`src/sv/rhsv_pkg.sv`:
```
`timescale 1ns / 1ps
`default_nettype none
// ----------------------------------------------------------------------------
// rhsv_pkg: shared types and constants
// beat formats, register indexes and hash constants for the hash/sign/verify block
// ----------------------------------------------------------------------------
package rhsv_pkg;

  localparam int DATA_W      = 32;
  localparam int BYTE_W      = 8;
  localparam int HASH_W      = 30;
  localparam int HASH_WORK_W = 35;
  localparam int HASH_STEPS  = 5;
  localparam int STEP_W      = 3;
  localparam int CFG_IDX_W   = 2;

  localparam logic [HASH_W-1:0]      HASH_PRIME = 30'd1000000007;
  localparam logic [HASH_WORK_W-1:0] HASH_MULT  = 35'd31;

  localparam logic [CFG_IDX_W-1:0] REG_MODULUS      = 2'd0;
  localparam logic [CFG_IDX_W-1:0] REG_KEY_EXPONENT = 2'd1;
  localparam logic [CFG_IDX_W-1:0] REG_VERIFY_MODE  = 2'd2;

  typedef struct packed {
    logic [BYTE_W-1:0] message_byte;
    logic              last_byte;
    logic [DATA_W-1:0] claimed_signature;
  } msg_t;

  typedef struct packed {
    logic [DATA_W-1:0] result_value;
    logic              signature_valid;
  } res_t;

  typedef struct packed {
    logic              start;
    logic              clear;
    logic [BYTE_W-1:0] data_byte;
  } hash_ctl_t;

  typedef struct packed {
    logic              start;
    logic [DATA_W-1:0] base;
  } mx_req_t;

  typedef struct packed {
    logic              done;
    logic [DATA_W-1:0] value;
  } mx_rsp_t;

  // multiple of the prime removed at each reduction step
  function automatic logic [HASH_WORK_W-1:0] hash_sub(input logic [STEP_W-1:0] step);
    logic [HASH_WORK_W-1:0] p;
    p = HASH_WORK_W'(HASH_PRIME);
    case (step)
      3'd0:    hash_sub = p << 4;
      3'd1:    hash_sub = p << 3;
      3'd2:    hash_sub = p << 2;
      3'd3:    hash_sub = p << 1;
      default: hash_sub = p;
    endcase
  endfunction

endpackage
`default_nettype wire

```
`src/sv/rhsv_addmod.sv`:
```
`timescale 1ns / 1ps
`default_nettype none
// ----------------------------------------------------------------------------
// rhsv_addmod: shared modular adder
// y = (a + b) mod m for a, b below m
// ----------------------------------------------------------------------------
module rhsv_addmod #(
  parameter int W = 32
) (
  input  wire logic [W-1:0] a,
  input  wire logic [W-1:0] b,
  input  wire logic [W-1:0] m,
  output logic      [W-1:0] y
);

  logic [W:0] sum;
  logic [W:0] diff;

  assign sum  = {1'b0, a} + {1'b0, b};
  assign diff = sum - {1'b0, m};
  assign y    = (sum >= {1'b0, m}) ? diff[W-1:0] : sum[W-1:0];

endmodule
`default_nettype wire

```
`src/sv/rhsv_hash.sv`:
```
`timescale 1ns / 1ps
`default_nettype none
// ----------------------------------------------------------------------------
// rhsv_hash: running polynomial hash
// hash = (hash*31 + byte) mod prime, reduced by one compare-subtract per cycle
// ----------------------------------------------------------------------------
module rhsv_hash
  import rhsv_pkg::*;
(
  input  wire logic              clk,
  input  wire logic              rst,
  input  wire hash_ctl_t         ctl,
  output logic                   done,
  output logic      [HASH_W-1:0] hash
);

  logic [HASH_W-1:0]      running_hash;
  logic [HASH_WORK_W-1:0] work;
  logic [STEP_W-1:0]      step;
  logic                   busy;
  logic [HASH_WORK_W-1:0] sub;
  logic [HASH_WORK_W-1:0] work_next;

  assign sub       = hash_sub(step);
  assign work_next = (work >= sub) ? (work - sub) : work;
  assign hash      = running_hash;

  always_ff @(posedge clk) begin
    if (rst) begin
      running_hash <= '0;
      busy         <= 1'b0;
      done         <= 1'b0;
      step         <= '0;
    end else begin
      done <= 1'b0;
      if (ctl.clear) begin
        running_hash <= '0;
      end
      if (ctl.start) begin
        work <= HASH_WORK_W'(running_hash) * HASH_MULT + HASH_WORK_W'(ctl.data_byte);
        step <= '0;
        busy <= 1'b1;
      end else if (busy) begin
        work <= work_next;
        step <= step + 1'b1;
        if (step == STEP_W'(HASH_STEPS - 1)) begin
          running_hash <= work_next[HASH_W-1:0];
          busy         <= 1'b0;
          done         <= 1'b1;
        end
      end
    end
  end

  a_hash_below_prime: assert property (@(posedge clk) disable iff (rst)
    running_hash < HASH_PRIME) else $error("hash not reduced");

  a_done_after_busy: assert property (@(posedge clk) disable iff (rst)
    done |-> !busy) else $error("hash done while busy");

endmodule
`default_nettype wire

```
`src/sv/rhsv_modexp.sv`:
```
`timescale 1ns / 1ps
`default_nettype none
// ----------------------------------------------------------------------------
// rhsv_modexp: modular exponentiation sequencer
// base reduction, square-and-multiply and shift-add multiply on one modular adder
// ----------------------------------------------------------------------------
module rhsv_modexp
  import rhsv_pkg::*;
#(
  parameter int OPW = 32
) (
  input  wire logic           clk,
  input  wire logic           rst,
  input  wire mx_req_t        req,
  input  wire logic [OPW-1:0] exponent,
  input  wire logic [OPW-1:0] modulus,
  output mx_rsp_t             rsp
);

  localparam int CNT_W = $clog2(DATA_W + 1);
  localparam logic [OPW-1:0] ONE = OPW'(1);
  localparam logic [OPW-1:0] TWO = OPW'(2);

  typedef enum logic [2:0] {
    S_IDLE,
    S_RED_DBL,
    S_RED_INC,
    S_EXP_CHK,
    S_MUL_ADD,
    S_MUL_DBL
  } state_t;

  state_t            state;
  logic [OPW-1:0]    mod_r;
  logic [OPW-1:0]    ex;
  logic [DATA_W-1:0] src;
  logic [CNT_W-1:0]  cnt;
  logic [OPW-1:0]    acc;
  logic [OPW-1:0]    pbase;
  logic [OPW-1:0]    ma;
  logic [OPW-1:0]    mb;
  logic [OPW-1:0]    mp;
  logic              sq;
  logic [OPW-1:0]    ua;
  logic [OPW-1:0]    ub;
  logic [OPW-1:0]    usum;
  logic [OPW-1:0]    red_next;

  always_comb begin
    case (state)
      S_RED_DBL: begin
        ua = acc;
        ub = acc;
      end
      S_RED_INC: begin
        ua = acc;
        ub = ONE;
      end
      S_MUL_ADD: begin
        ua = mb[0] ? mp : ma;
        ub = ma;
      end
      S_MUL_DBL: begin
        ua = ma;
        ub = ma;
      end
      default: begin
        ua = acc;
        ub = acc;
      end
    endcase
  end

  rhsv_addmod #(.W(OPW)) u_addmod (
    .a(ua),
    .b(ub),
    .m(mod_r),
    .y(usum)
  );

  assign red_next = src[DATA_W-1] ? usum : acc;

  always_ff @(posedge clk) begin
    if (rst) begin
      state    <= S_IDLE;
      rsp.done <= 1'b0;
    end else begin
      rsp.done <= 1'b0;
      case (state)
        S_IDLE: begin
          if (req.start) begin
            mod_r <= modulus;
            ex    <= exponent;
            src   <= req.base;
            cnt   <= CNT_W'(DATA_W);
            acc   <= '0;
            if (modulus < TWO) begin
              rsp.value <= '0;
              rsp.done  <= 1'b1;
            end else begin
              state <= S_RED_DBL;
            end
          end
        end
        S_RED_DBL: begin
          acc   <= usum;
          state <= S_RED_INC;
        end
        S_RED_INC: begin
          src <= src << 1;
          cnt <= cnt - 1'b1;
          if (cnt == CNT_W'(1)) begin
            pbase <= red_next;
            acc   <= ONE;
            state <= S_EXP_CHK;
          end else begin
            acc   <= red_next;
            state <= S_RED_DBL;
          end
        end
        S_EXP_CHK: begin
          mp <= '0;
          if (ex == '0) begin
            rsp.value <= DATA_W'(acc);
            rsp.done  <= 1'b1;
            state     <= S_IDLE;
          end else if (ex[0]) begin
            ma    <= acc;
            mb    <= pbase;
            sq    <= 1'b0;
            state <= S_MUL_ADD;
          end else begin
            ma    <= pbase;
            mb    <= pbase;
            sq    <= 1'b1;
            state <= S_MUL_ADD;
          end
        end
        S_MUL_ADD: begin
          if (mb == '0) begin
            if (!sq) begin
              acc <= mp;
              ma  <= pbase;
              mb  <= pbase;
              mp  <= '0;
              sq  <= 1'b1;
            end else begin
              pbase <= mp;
              ex    <= ex >> 1;
              state <= S_EXP_CHK;
            end
          end else if (mb[0]) begin
            mp    <= usum;
            state <= S_MUL_DBL;
          end else begin
            ma <= usum;
            mb <= mb >> 1;
          end
        end
        S_MUL_DBL: begin
          ma    <= usum;
          mb    <= mb >> 1;
          state <= S_MUL_ADD;
        end
        default: begin
          state <= S_IDLE;
        end
      endcase
    end
  end

  a_operands_reduced: assert property (@(posedge clk) disable iff (rst)
    state == S_EXP_CHK |-> (acc < mod_r) && (pbase < mod_r))
    else $error("exponent operands not reduced");

  a_result_reduced: assert property (@(posedge clk) disable iff (rst)
    rsp.done |-> (rsp.value < DATA_W'(mod_r)) || (rsp.value == '0))
    else $error("result not below modulus");

endmodule
`default_nettype wire

```
`src/sv/rsa_hash_sign_verify.sv`:
```
`timescale 1ns / 1ps
`default_nettype none
// ----------------------------------------------------------------------------
// rsa_hash_sign_verify: message hash with sign or verify
// byte-wise polynomial hash, then modular exponentiation on the last byte
// ----------------------------------------------------------------------------
// Each message beat updates hash = (hash*31 + byte) mod 1000000007; the block
// accepts no new byte until the five compare-subtract steps of the hash
// reduction are through. On the last byte the block raises hash (sign) or the
// claimed signature (verify) to key_exponent mod modulus on one shared modular
// adder: a double-and-add pass over the base bits first reduces the base, then
// each exponent bit costs one squaring plus, for a set bit, one multiply, each
// multiply a shift-add pass over the multiplier bits. A result beat waits in an
// output register; the block takes bytes again once the result has moved into
// that register, which happens as soon as the previous result beat has left.
// Configuration is written through the cfg channel while the block is idle.
// ----------------------------------------------------------------------------
module rsa_hash_sign_verify
  import rhsv_pkg::*;
#(
  parameter int MODULUS_BITS = 32
) (
  input  wire logic                 clk,
  input  wire logic                 rst,
  input  wire logic                 msg_valid,
  output logic                      msg_ready,
  input  wire msg_t                 msg,
  output logic                      res_valid,
  input  wire logic                 res_ready,
  output res_t                      res,
  input  wire logic                 cfg_valid,
  output logic                      cfg_ready,
  input  wire logic [CFG_IDX_W-1:0] cfg_index,
  input  wire logic [DATA_W-1:0]    cfg_data
);

  localparam int OPW = (MODULUS_BITS < DATA_W) ? MODULUS_BITS : DATA_W;

  typedef enum logic [1:0] {
    S_IDLE,
    S_HASH,
    S_EXP,
    S_PUT
  } state_t;

  state_t            state;
  logic [OPW-1:0]    modulus;
  logic [OPW-1:0]    key_exponent;
  logic              verify_mode;
  logic              last_r;
  logic [DATA_W-1:0] sig_r;
  logic [HASH_W-1:0] msg_hash;
  res_t              res_r;
  hash_ctl_t         hctl;
  logic              hash_done;
  logic [HASH_W-1:0] hash;
  mx_req_t           mreq;
  mx_rsp_t           mrsp;

  assign msg_ready = (state == S_IDLE);
  assign cfg_ready = (state == S_IDLE) && !msg_valid;

  assign hctl.start     = (state == S_IDLE) && msg_valid;
  assign hctl.clear     = (state == S_HASH) && hash_done && last_r;
  assign hctl.data_byte = msg.message_byte;

  assign mreq.start = hctl.clear;
  assign mreq.base  = verify_mode ? DATA_W'(sig_r[OPW-1:0]) : DATA_W'(hash);

  rhsv_hash u_hash (
    .clk (clk),
    .rst (rst),
    .ctl (hctl),
    .done(hash_done),
    .hash(hash)
  );

  rhsv_modexp #(.OPW(OPW)) u_modexp (
    .clk     (clk),
    .rst     (rst),
    .req     (mreq),
    .exponent(key_exponent),
    .modulus (modulus),
    .rsp     (mrsp)
  );

  always_ff @(posedge clk) begin
    if (rst) begin
      state        <= S_IDLE;
      res_valid    <= 1'b0;
      modulus      <= OPW'(3);
      key_exponent <= OPW'(1);
      verify_mode  <= 1'b0;
    end else begin
      if (cfg_valid && cfg_ready) begin
        case (cfg_index)
          REG_MODULUS:      modulus      <= cfg_data[OPW-1:0];
          REG_KEY_EXPONENT: key_exponent <= cfg_data[OPW-1:0];
          REG_VERIFY_MODE:  verify_mode  <= cfg_data[0];
          default: ;
        endcase
      end
      if (res_valid && res_ready && (state != S_PUT)) begin
        res_valid <= 1'b0;
      end
      case (state)
        S_IDLE: begin
          if (msg_valid) begin
            last_r <= msg.last_byte;
            sig_r  <= msg.claimed_signature;
            state  <= S_HASH;
          end
        end
        S_HASH: begin
          if (hash_done) begin
            msg_hash <= hash;
            state    <= last_r ? S_EXP : S_IDLE;
          end
        end
        S_EXP: begin
          if (mrsp.done) begin
            res_r.result_value    <= mrsp.value;
            res_r.signature_valid <= verify_mode && (mrsp.value == DATA_W'(msg_hash));
            state                 <= S_PUT;
          end
        end
        S_PUT: begin
          if (!res_valid || res_ready) begin
            res       <= res_r;
            res_valid <= 1'b1;
            state     <= S_IDLE;
          end
        end
        default: begin
          state <= S_IDLE;
        end
      endcase
    end
  end

  a_exp_done_in_exp: assert property (@(posedge clk) disable iff (rst)
    mrsp.done |-> state == S_EXP) else $error("exponent result out of sequence");

  a_hash_done_in_hash: assert property (@(posedge clk) disable iff (rst)
    hash_done |-> state == S_HASH) else $error("hash result out of sequence");

endmodule
`default_nettype wire

```
`config.mk`:
```
export PLATFORM = sky130hd
export DESIGN_NAME = rsa_hash_sign_verify
export DESIGN_NICKNAME = d
export VERILOG_FILES = /design/src/sv/rhsv_pkg.sv /design/src/sv/rhsv_addmod.sv /design/src/sv/rhsv_hash.sv /design/src/sv/rhsv_modexp.sv /design/src/sv/rsa_hash_sign_verify.sv
export SDC_FILE = /design/constraint.sdc
export NUM_CORES = 1
export LEC_CHECK = 0
export BUFFER_PORTS_ARGS = -buffer_cell sky130_fd_sc_hd__buf_2
export CORE_ASPECT_RATIO = 0.8
export CORE_MARGIN = 5
export CORE_UTILIZATION = 35
export CTS_CLUSTER_SIZE = 16
export DETAILED_ROUTE_END_ITERATION = 10
export PLACE_DENSITY_LB_ADDON = 0.3
export SETUP_SLACK_MARGIN = 0.1
export SLEW_MARGIN = 20
export SYNTH_ARGS = -nofsm -noshare
export SYNTH_HDL_FRONTEND = slang
export SYNTH_SLANG_ARGS = --single-unit
```
`constraint.sdc`:
```
create_clock -name clk -period 10.2 [get_ports clk]
set_input_delay 1.02 -clock clk [delete_from_list [all_inputs] [get_ports clk]]
set_output_delay 1.02 -clock clk [all_outputs]
set_load 0.005 [all_outputs]
```
After elaboration in Yosys (flattened, before gate mapping). Index checks and enable logic that the tools add are counted.

Output and inout port bits: 36. Register bits: 566. Logic and storage cells: 202.

Reductions and logical operators: 50. Magnitude comparators: 3. Equal/unequal tests: 34. Mux-type cells: 74. Multiply operators: 1. Bitwise gates (word level): 2. Add/subtract/negate cells: 6.

Operator list (number): 32-bit two-way mux (26); 32-bit case mux with 2 select lines (6); 32-bit case mux with 3 select lines (2); 34-bit case mux with 4 select lines (1); 32-bit case mux with 4 select lines (1); 30-bit two-way mux (4); 35-bit two-way mux (3); 33-bit two-way mux (3); 33-bit case mux with 2 select lines (1); 32-bit logical NOT (2); 35-bit by 8-bit adder with 35-bit output (1); 35-bit by 34-bit >= comparator with 1-bit output (1); 30-bit by 5-bit multiplier with 35-bit output, second input constant (1); 35-bit by 34-bit subtractor with 35-bit output (1); 32-bit by 32-bit adder with 33-bit output (1); 33-bit by 32-bit >= comparator with 1-bit output (1); 32-bit by 30-bit == test with 1-bit output (1); 32-bit by 2-bit less-than comparator with 1-bit output, second input constant (1); 32-bit subtractor (1); 5-bit AND reduction (5); 3-bit AND reduction (7); 4-bit AND reduction (5); 3-bit two-way mux (6); 3-bit case mux with 6 select lines (1); other kinds (31) (88).

Longest topological paths before layout. Gate-level depths: netlist of run 1.

Depth in word-level cells: 9. Gate-level depth with buffers: 30.

Modules after synthesis. A second synthesis of run 1 with hierarchy kept.

Cell total of the unflattened synthesis: 3322. Area, all modules: 34523.1 µm².

Modules (own cells, without submodules): rhsv_modexp (area each 14368.8 µm², instances 1, cells each 1186, seq. area each 8938.6 µm²); rhsv_hash (area each 9195.1 µm², instances 1, cells each 1051, seq. area each 1751.7 µm²); rsa_hash_sign_verify (area each 7055.5 µm², instances 1, cells each 521, seq. area each 5235.0 µm²); rhsv_addmod (area each 3903.7 µm², instances 1, cells each 564, seq. area each 0.0 µm²).

Least setup slack after synthesis of run 1. Ideal clock, no wire load.

Path kind: in2reg. Start: input rst. End: register u_modexp.ex[0] (enable). Path slack: 3.139 ns. Setup time: 0.595 ns. Arrival: 6.466 ns. Cell stages on the path: 3. Path buffers: 1. Cells stage by stage: clkbuf_1 a21o_1 a2111oi_0.

Cells in the longest elaborated chain, start to end: 2.

RTL lines: from (decl) (line rsa_hash_sign_verify.sv:24) `input wire logic rst,`; 1-bit inverter (no line); 5-bit AND reduction (no line); to (signal assigned) (line rhsv_modexp.sv:93) `ex <= exponent;`; to (signal assigned) (line rhsv_modexp.sv:149) `ex <= ex >> 1;`; to (decl) (line rhsv_modexp.sv:35) `logic [OPW-1:0] ex;`.

Every way passes these cells. A chain may end at the register's enable or synchronous reset.

Worst setup path after layout of run 1.
Start: register u_modexp.state[1]. End: register u_modexp.pbase[17] (data pin).

Cells in the longest elaborated chain, start to end: 9.

RTL lines: from (decl) (line rhsv_modexp.sv:33) `state_t state;`; from (signal assigned) (line rhsv_modexp.sv:85) `state <= S_IDLE;`; from (signal assigned) (line rhsv_modexp.sv:101) `state <= S_RED_DBL;`; from (signal assigned) (line rhsv_modexp.sv:107) `state <= S_RED_INC;`; 3-bit == test (on tied branches) (line rhsv_modexp.sv:50, rhsv_modexp.sv:89); 2-bit OR reduction (no line); 32-bit case mux with 2 select lines (line rhsv_modexp.sv:50) `case (state)`; 32-bit by 32-bit adder with 33-bit output (line rhsv_addmod.sv:19) `assign sum = {1'b0, a} + {1'b0, b};`; 32-bit subtractor / 33-bit by 32-bit >= comparator with 1-bit output (equally long branches) (line rhsv_addmod.sv:20, rhsv_addmod.sv:21); 32-bit two-way mux (line rhsv_addmod.sv:21) `assign y = (sum >= {1'b0, m}) ? diff[W-1:0] : sum[W-1:0];`; 32-bit two-way mux (line rhsv_modexp.sv:81) `assign red_next = src[DATA_W-1] ? usum : acc;`; 32-bit two-way mux (line rhsv_modexp.sv:112) `if (cnt == CNT_W'(1)) begin`; 32-bit case mux with 2 select lines (*) (line rhsv_modexp.sv:89) `case (state)`; to (signal assigned) (line rhsv_modexp.sv:113) `pbase <= red_next;`; to (signal assigned) (line rhsv_modexp.sv:148) `pbase <= mp;`; to (decl) (line rhsv_modexp.sv:39) `logic [OPW-1:0] pbase;`.

Mark *: on every way between the ends. The rest lies on a longest branch, timed or not. The select of a mux whose other input is x is not followed.

==> metrics.txt, run 1 <==
setup repair after global routing missed its margin no; number of diodes added for antenna fixing 0; clock skew after layout roughly 0.030 ns; Worst EP required roughly 11 ns; most numerous cell on the critical path o21ai_0; Hold-fix buffers, CTS 0; portion of the clock cycle consumed by the worst path in the final layout about four fifths; Register-to-Register Path Depth 25; average wire length per cell after detail routing between 20 and 25 um; CP Launch Type flop; relative contribution of sequential cells to total power between 40 and 50%; setup_tns 0 ns; placed inst area 34900 um2; clock insertion delay at the later pin of the skew report roughly 0.66 ns; global-route wire length before repair 147 mm; Placed Cells between 4000 and 5000; count of standard-cell rows 100; DIE AREA between 100000 and 150000 um2; Critical R2R Launch u_modexp.state[1]; fraction of registers with async set/reset 0%; worst slack, placed roughly 2.1 ns; placeable core region roughly 93000 um2; number of global-route vias before repair around 24000; synthesized area per cell approximately 10 um2; number of nets produced by synthesis between 3000 and 4000; final instance area between 30000 and 40000 um2; Routed Antenna Nets 0; dominant synthesized flop cell edfxtp_1; synthesized area about 33000 um2; Reg2Reg Capture Point u_modexp.pbase[17]; pin count of the biggest net entering global routing 96; num ports about 120; Hold Path Sink res[2]; number of enable flip-flop cells after synthesis around 460; count of clock tree sinks approximately 570; final routed wirelength across all metal layers between 90 and 100 mm; All-Layer GR Usage 18.6%; final worst slack approximately 1.9 ns; yosys synthesis warning count 0; crit path max-delay cell type a21bo_1; Layout area overhead 12.4%; total power per unit cell area 145 nW/um2; TritonCTS clock tree built; reported max-cap violation count 0; number of antenna violations at the first check in global routing 2; maximum vdd drop 0.127 mV; IO buf count ~120; first drt pass iteration count 5; Hold Violations, Final 0; die width 353 um; Clock Power Share a little over two fifths; sequential element share of the synthesized area between 40% and 50%; setup violation total in the final timing report 0; number of pins exceeding their max-slew limit in the final report 0; number of remaining DRC errors 0; R2R Setup Slk roughly 1.9 ns; timing startpoint of the critical path u_modexp.state[1]; number of cells produced by synthesis 3161; worst hold start res_r[2]; Setup Crit Path Kind flop to flop; final cell count without fillers roughly 4500; Slew headroom about a quarter; crit end category flop; maximum clock frequency approximately 120 MHz; die height between 200 and 300 um; GR met2 Demand/Resource approximately a quarter; Hold Crit Depth 0; count of distinct cell types in the synthesized netlist 86; violation count after the first detailed-routing iteration 2219; number of buffers inserted during clock tree synthesis 61; cell internal power dissipation around 4.1 mW; fin crit period about 8.3 ns; most utilized layer in the global route result met1; worst min path class flop to flop; logic gate share of total power a little under a tenth; fraction of layout cells with a size suffix above 1 9.55%; switching power total roughly 1.3 mW; final total power around 5.4 mW; total global routing overflow 0; largest incremental delay on the critical path roughly 0.88 ns; switching power share of the total ~25%; number of H-tree levels 2; signal arrival time at the worst endpoint 8.73 ns; Worst-path clk slew around 0.070 ns; M3 GR Usage between 3 and 4%; via/cell ratio between 5 and 6; met1 GRT Util slightly below 30%; result of the run finished clean; post-CTS setup repair buffer count 0; DR vias ~25000; Clock Path Buffers 3; starting utilization of the core area a little over a third; routability-driven placement congestion ratio about 0.94; half-perimeter wire length after placement ~69 mm; slew at the pin with the worst max-slew slack 1.10 ns; leakage power of the design 14.6 nW; number of register bits inferred by synthesis ~570; buffer cell driving the clock tree root clkbuf_16; number of nets in the layout 3571; post-CTS sizing 0; CP max FO 34
cells in the final DEF, fill, tap and decap left out, types with 19 or more instances in the layout:
cell,n
dfxtp_1,106
nor2_1,187
and2_1,39
edfxtp_1,459
a211oi_1,19
a21o_1,78
nor4_1,32
mux2i_1,85
nand2_1,448
xor2_1,57
nor3_1,39
xnor2_1,78
inv_1,124
a21oi_1,248
buf_2,114
buf_4,35
o21ai_0,277
nand4_1,24
a22oi_1,55
a22o_1,31
ha_1,170
and3_1,21
o21a_1,26
fa_1,95
o211ai_1,20
nand3_1,33
clkbuf_16,65
metrics by stage:
stage                     utilization [%]  hold slack (ns)
after floorplan                         -            0.400
after global placement               37.5            0.401
after detailed placement             37.5            0.405
after CTS                            39.7            0.418
after global routing                 39.7            0.423
final                                39.7            0.415
critical path: cells and delay by family, from the launching register on:
| family | cells | cell delay, ns |
|---|---|---|
| compound gates | 13 | 3.84 |
| fa+ha+maj | 3 | 1.14 |
| simple gates | 4 | 0.99 |
| buf+inv | 3 | 0.84 |
| flops | 1 | 0.60 |
| mux | 1 | 0.41 |
| xor+xnor | 1 | 0.23 |
power by group through the flow:
stage	clock, mW	combinational (mW)	sequential [mW]
2_1_floorplan	0	0.374	2.58
3_3_place_gp	0	0.487	2.59
3_5_place_dp	0	0.490	2.59
4_1_cts	2.39	0.493	2.54
5_1_grt	2.49	0.559	2.54
6_report	2.34	0.496	2.54
sequential cells by signal (all words and copies together), names as in the netlist, 3 cells and up, named ones only:
name / count
u_modexp.state: 3
res: 33
u_modexp.mb: 32
u_modexp.src: 32
key_exponent: 32
u_modexp.mod_r: 32
u_modexp.rsp: 33
u_hash.hash: 30
msg_hash: 30
u_modexp.acc: 32
sig_r: 32
u_hash.work: 35
u_modexp.mp: 32
modulus: 32
u_modexp.pbase: 32
u_modexp.ma: 32
res_r: 33
u_modexp.cnt: 6
u_modexp.ex: 32
u_hash.step: 3
final cells by class:
type	instances	area (um2)
multi-input combinational	2323	16200
clock buffer	82	1740
sequential	566	15900
clock inverter	34	370
timing repair buffer	150	853
inverter	124	465
fill	9051	56200
tap	1224	1530
cell families after synthesis:
kind of cell | count (synthesis) | share of synthesized area [%]
simple gates | 925 | 12.5
compound gates | 898 | 17.0
flops | 566 | 48.3
buf+inv | 272 | 3.23
fa+ha+maj | 265 | 12.2
xor+xnor | 135 | 3.59
mux | 100 | 3.18
layer usage:
metal | up-vias | wire, um
li1 | 11682 | -
met1 | 12047 | 47400
met2 | 823 | 39100
met3 | 97 | 7620
met4 | 0 | 1570
met5 | - | 0
worst max path at each step:
| stage | end | slack, ns |
|---|---|---|
| finish | u_modexp.pbase[17] | 1.87 |
| global route | u_modexp.pbase[17] | 1.45 |
| CTS | u_modexp.pbase[17] | 2.08 |
| detailed placement | u_modexp.pbase[17] | 2.14 |
| global placement | u_modexp.pbase[17] | 2.39 |
| floorplan | u_modexp.ex[0] | 3.14 |
Yosys cell counts (5+ instances only):
cell | number | area [um2]
a211o_1 | 9 | 78.8
a211oi_1 | 19 | 143
a21boi_0 | 9 | 67.6
a21o_1 | 78 | 586
a21oi_1 | 249 | 1250
a221o_1 | 7 | 70.1
a22o_1 | 31 | 272
a22oi_1 | 55 | 413
a311oi_1 | 5 | 43.8
a31oi_1 | 18 | 113
and2_1 | 40 | 250
and3_1 | 21 | 131
and4_1 | 7 | 61.3
buf_1 | 5 | 18.8
buf_2 | 9 | 45.0
clkbuf_1 | 129 | 484
dfxtp_1 | 107 | 2140
edfxtp_1 | 459 | 13800
fa_1 | 95 | 1900
ha_1 | 170 | 2130
inv_1 | 124 | 465
mux2i_1 | 85 | 851
mux2i_2 | 12 | 165
nand2_1 | 452 | 1700
nand2b_1 | 18 | 113
nand3_1 | 33 | 165
nand3b_1 | 5 | 37.5
nand4_1 | 24 | 150
nor2_1 | 199 | 747
nor2b_1 | 19 | 119
nor3_1 | 42 | 210
nor4_1 | 32 | 200
o211ai_1 | 20 | 150
o21a_1 | 26 | 195
o21ai_0 | 277 | 1390
o21ai_1 | 11 | 55.1
o21bai_1 | 12 | 90.1
o22ai_1 | 6 | 37.5
o31a_1 | 6 | 52.6
o31ai_1 | 7 | 52.6
or3_1 | 14 | 87.6
or4_1 | 5 | 37.5
xnor2_1 | 78 | 683
xor2_1 | 57 | 499
Power figures use the tool's default switching activity.
==> run 2, diff against run 1 <==
==> constraint.sdc (replaced) <==
create_clock -name clk -period 8.4 [get_ports clk]
set_input_delay 0.84 -clock clk [delete_from_list [all_inputs] [get_ports clk]]
set_output_delay 0.84 -clock clk [all_outputs]
set_load 0.005 [all_outputs]
==> run 2 against run 1 <==
Utilization hardly changed. Non-clock buffer count is 6 higher. Setup slack worse by 1.2 ns. Count of clock-buffer cells in the layout is 12 lower. Worst hold slack worse by 0.077 ns. Critical path type unchanged. Register-to-register slack worse by 1.2 ns. Critical path depth is 1 lower.
==> metrics.txt, run 2 (synthesis results as in run 1) <==
final instance area 37100 um2 (about the same); Hold Path Sink sig_r[30]; portion of the clock cycle consumed by the worst path in the final layout 92.0% (+10 points); routability-driven placement congestion ratio 0.935 (-0.55%); number of antenna violations at the first check in global routing 4 (+2); setup violation total in the final timing report 0 (unchanged); number of pins exceeding their max-slew limit in the final report 0 (unchanged); fin crit period 7.72 ns (-0.608 ns); Largest register FFs 35 (unchanged); most numerous cell on the critical path o21ai_0; Slew headroom 18.9% (-7.6 points); buffer cell driving the clock tree root clkbuf_16; die width 353 um (unchanged); multi-input combinational cell area 16200 um2 (about the same); worst hold start msg[30]; Register-to-Register Path Depth 24 (-4.0%); leakage power of the design 14.6 nW (about the same); final total power 6.47 mW (+20%); Routed Antenna Nets 0 (unchanged); total global routing overflow 0 (unchanged); crit path max-delay cell type o21ai_0; gate family responsible for the most delay along the worst path compound AO/OA/AOI/OAI gates; R2R Setup Slk 0.68 ns (-1.19 ns); final worst slack 0.676 ns (-1.19 ns); violation count after the first detailed-routing iteration 2367 (+6.7%); result of the run finished clean; average wire length per cell after detail routing 21.6 um (+1.4%); switching power share of the total 25.1% (+0.38 points); cell internal power dissipation 4.85 mW (+20%); count of clock tree sinks 566 (unchanged); half-perimeter wire length after placement 71.4 mm (+3.3%); Clock Power Share 43.0% (-0.5 points); switching power total 1.62 mW (+22%); worst min path class input port to flop; Clock Path Buffers 3 (unchanged); starting utilization of the core area 35.4% (unchanged); post-CTS setup repair buffer count 0 (unchanged); Setup Crit Path Kind flop to flop; number of H-tree levels 2 (unchanged); maximum vdd drop 0.135 mV (+6.5%); Layout area overhead 12.4% (about the same); CP Launch Type flop; relative contribution of sequential cells to total power 47.7% (+0.5 points); number of buffers inserted during clock tree synthesis 60 (-1.6%); Hold Crit Depth 1 (+1); commonest non-fill, non-tap cell in the layout edfxtp_1; clock skew after layout 0.0460 ns (+0.0162 ns); Hold-fix buffers, CTS 0 (unchanged); CP max FO 38 (+12%); final cell utilization of the core 39.8% (about the same); final routed wirelength across all metal layers 97.2 mm (+1.5%); area occupied by registers 15900 um2 (unchanged); DIE AREA 100000 um2 (unchanged); clock insertion delay at the later pin of the skew report 0.68 ns (+0.02 ns); pin count of the biggest net entering global routing 86 (-10%); Worst EP required 8.81 ns (-1.79 ns); setup_tns 0 ns (unchanged); total power per unit cell area 175 nW/um2 (+20%); worst slack on hold paths 0.338 ns (-0.0770 ns); global-route wire length before repair 148 mm (+0.76%); largest register by flop count u_hash.work; first drt pass iteration count 6 (+1); IO buf count 115 (unchanged); TritonCTS clock tree built; Worst-path clk slew 0.07 ns (about the same); signal arrival time at the worst endpoint 8.13 ns (-0.60 ns); DR vias 24607 (-0.17%); Hold Violations, Final 0 (unchanged); All-Layer GR Usage 18.9% (+0.28 points); Reg2Reg Capture Point u_modexp.pbase[17]; CP cell instances nand2b_2, nand2_1, o21ai_0, ha_1, inv_1, fa_1, nand2b_1, a21oi_1, o221a_2, a21oi_1, o21ai_0, xor2_1, ha_1, a21o_1, a31oi_1, o21ai_0, a311o_1, nor2_1, o21ai_0, a21bo_1, buf_12, mux2i_1, a21oi_1, a21o_1; Placed Cells 4392 (+0.14%); placeable core region 93200 um2 (unchanged); number of nets in the layout 3576 (+0.14%); final cell count without fillers 4508 (+0.11%); worst slack, placed 0.824 ns (-1.32 ns); largest incremental delay on the critical path 0.66 ns (-0.22 ns); maximum clock frequency 129 MHz (+7.9%); setup repair after global routing missed its margin yes; sum of buffers and inverters on the critical path 2 (-1); Critical R2R Launch u_modexp.state[1]; slew at the pin with the worst max-slew slack 1.21 ns (+0.105 ns); number of remaining DRC errors 0 (unchanged); crit end category flop; count of standard-cell rows 100 (unchanged); filler instances 9075 (+0.27%); reported max-cap violation count 0 (unchanged); fraction of layout cells with a size suffix above 1 9.66% (+0.11 points); via/cell ratio 5.46 (-0.28%); placed inst area 35000 um2 (+0.17%); number of global-route vias before repair 23650 (+0.18%); num ports 116 (unchanged); logic gate share of total power 9.3% (about the same); leading cell types in the layout, fill and taps excluded edfxtp_1, nand2_1, o21ai_0; die height 285 um (unchanged)
-- run 2: cell types whose count changed in the layout (fill, tap and decap cells not counted), moves of 3 or more --
cell        delta
buf_4          +4
clkbuf_1       -4
clkbuf_16      -5
clkbuf_8       -3
clkinv_2       +9
clkinv_4       -3
clkinvlp_4     +5
inv_6          -4
-- run 2: power by group through the flow --
| stage | sequential (mW) | combinational, mW | clock, mW |
|---|---|---|---|
| detailed placement | 3.15 | 0.598 | 0 |
| finish | 3.09 | 0.605 | 2.78 |
| global placement | 3.15 | 0.593 | 0 |
| CTS | 3.09 | 0.602 | 2.85 |
| floorplan | 3.13 | 0.455 | 0 |
| global route | 3.09 | 0.681 | 2.97 |
-- run 2: metal layers --
layer  wire, um  GRT usage [%]
met1      47700           29.1
met2      38500           26.3
met3       8790           5.01
met4       2140           4.53
met5         44              0
-- run 2: worst register-to-register path: cells and delay by family, from the launching register on --
family	cells	cell delay [ns]
compound gates	13	3.54
xor+xnor	1	0.23
fa+ha+maj	3	1.16
buf+inv	2	0.36
flops	1	0.57
mux	1	0.56
simple gates	4	1.04
-- run 2: area by class of cell --
| cell class | count | share of cell area [%] |
|---|---|---|
| clock inverter | 43 | 1.30 |
| multi-input combinational | 2323 | 43.6 |
| inverter | 124 | 1.26 |
| clock buffer | 70 | 4.21 |
| antenna | 2 | 0.0135 |
| tap | 1224 | 4.13 |
| timing repair buffer | 156 | 2.51 |
| sequential | 566 | 43.0 |
-- run 2: timing repair --
item	4_1_cts	5_1_grt
endpoints found under the setup margin	0	1
endpoints found under the hold margin	0	0
gates resized for setup	0	1
-- run 2: worst max path at each step --
stage	to	depth (start not counted)	startpoint	slack [ns]
2_1_floorplan	u_modexp.ex[0]	3	rst	1.52
4_1_cts	u_modexp.pbase[1]	24	u_modexp.state[1]	0.72
3_5_place_dp	u_modexp.pbase[1]	24	u_modexp.state[1]	0.82
6_report	u_modexp.pbase[17]	24	u_modexp.state[1]	0.68
3_3_place_gp	u_modexp.pbase[1]	24	u_modexp.state[1]	0.94
5_1_grt	u_modexp.pbase[17]	24	u_modexp.state[1]	0.06
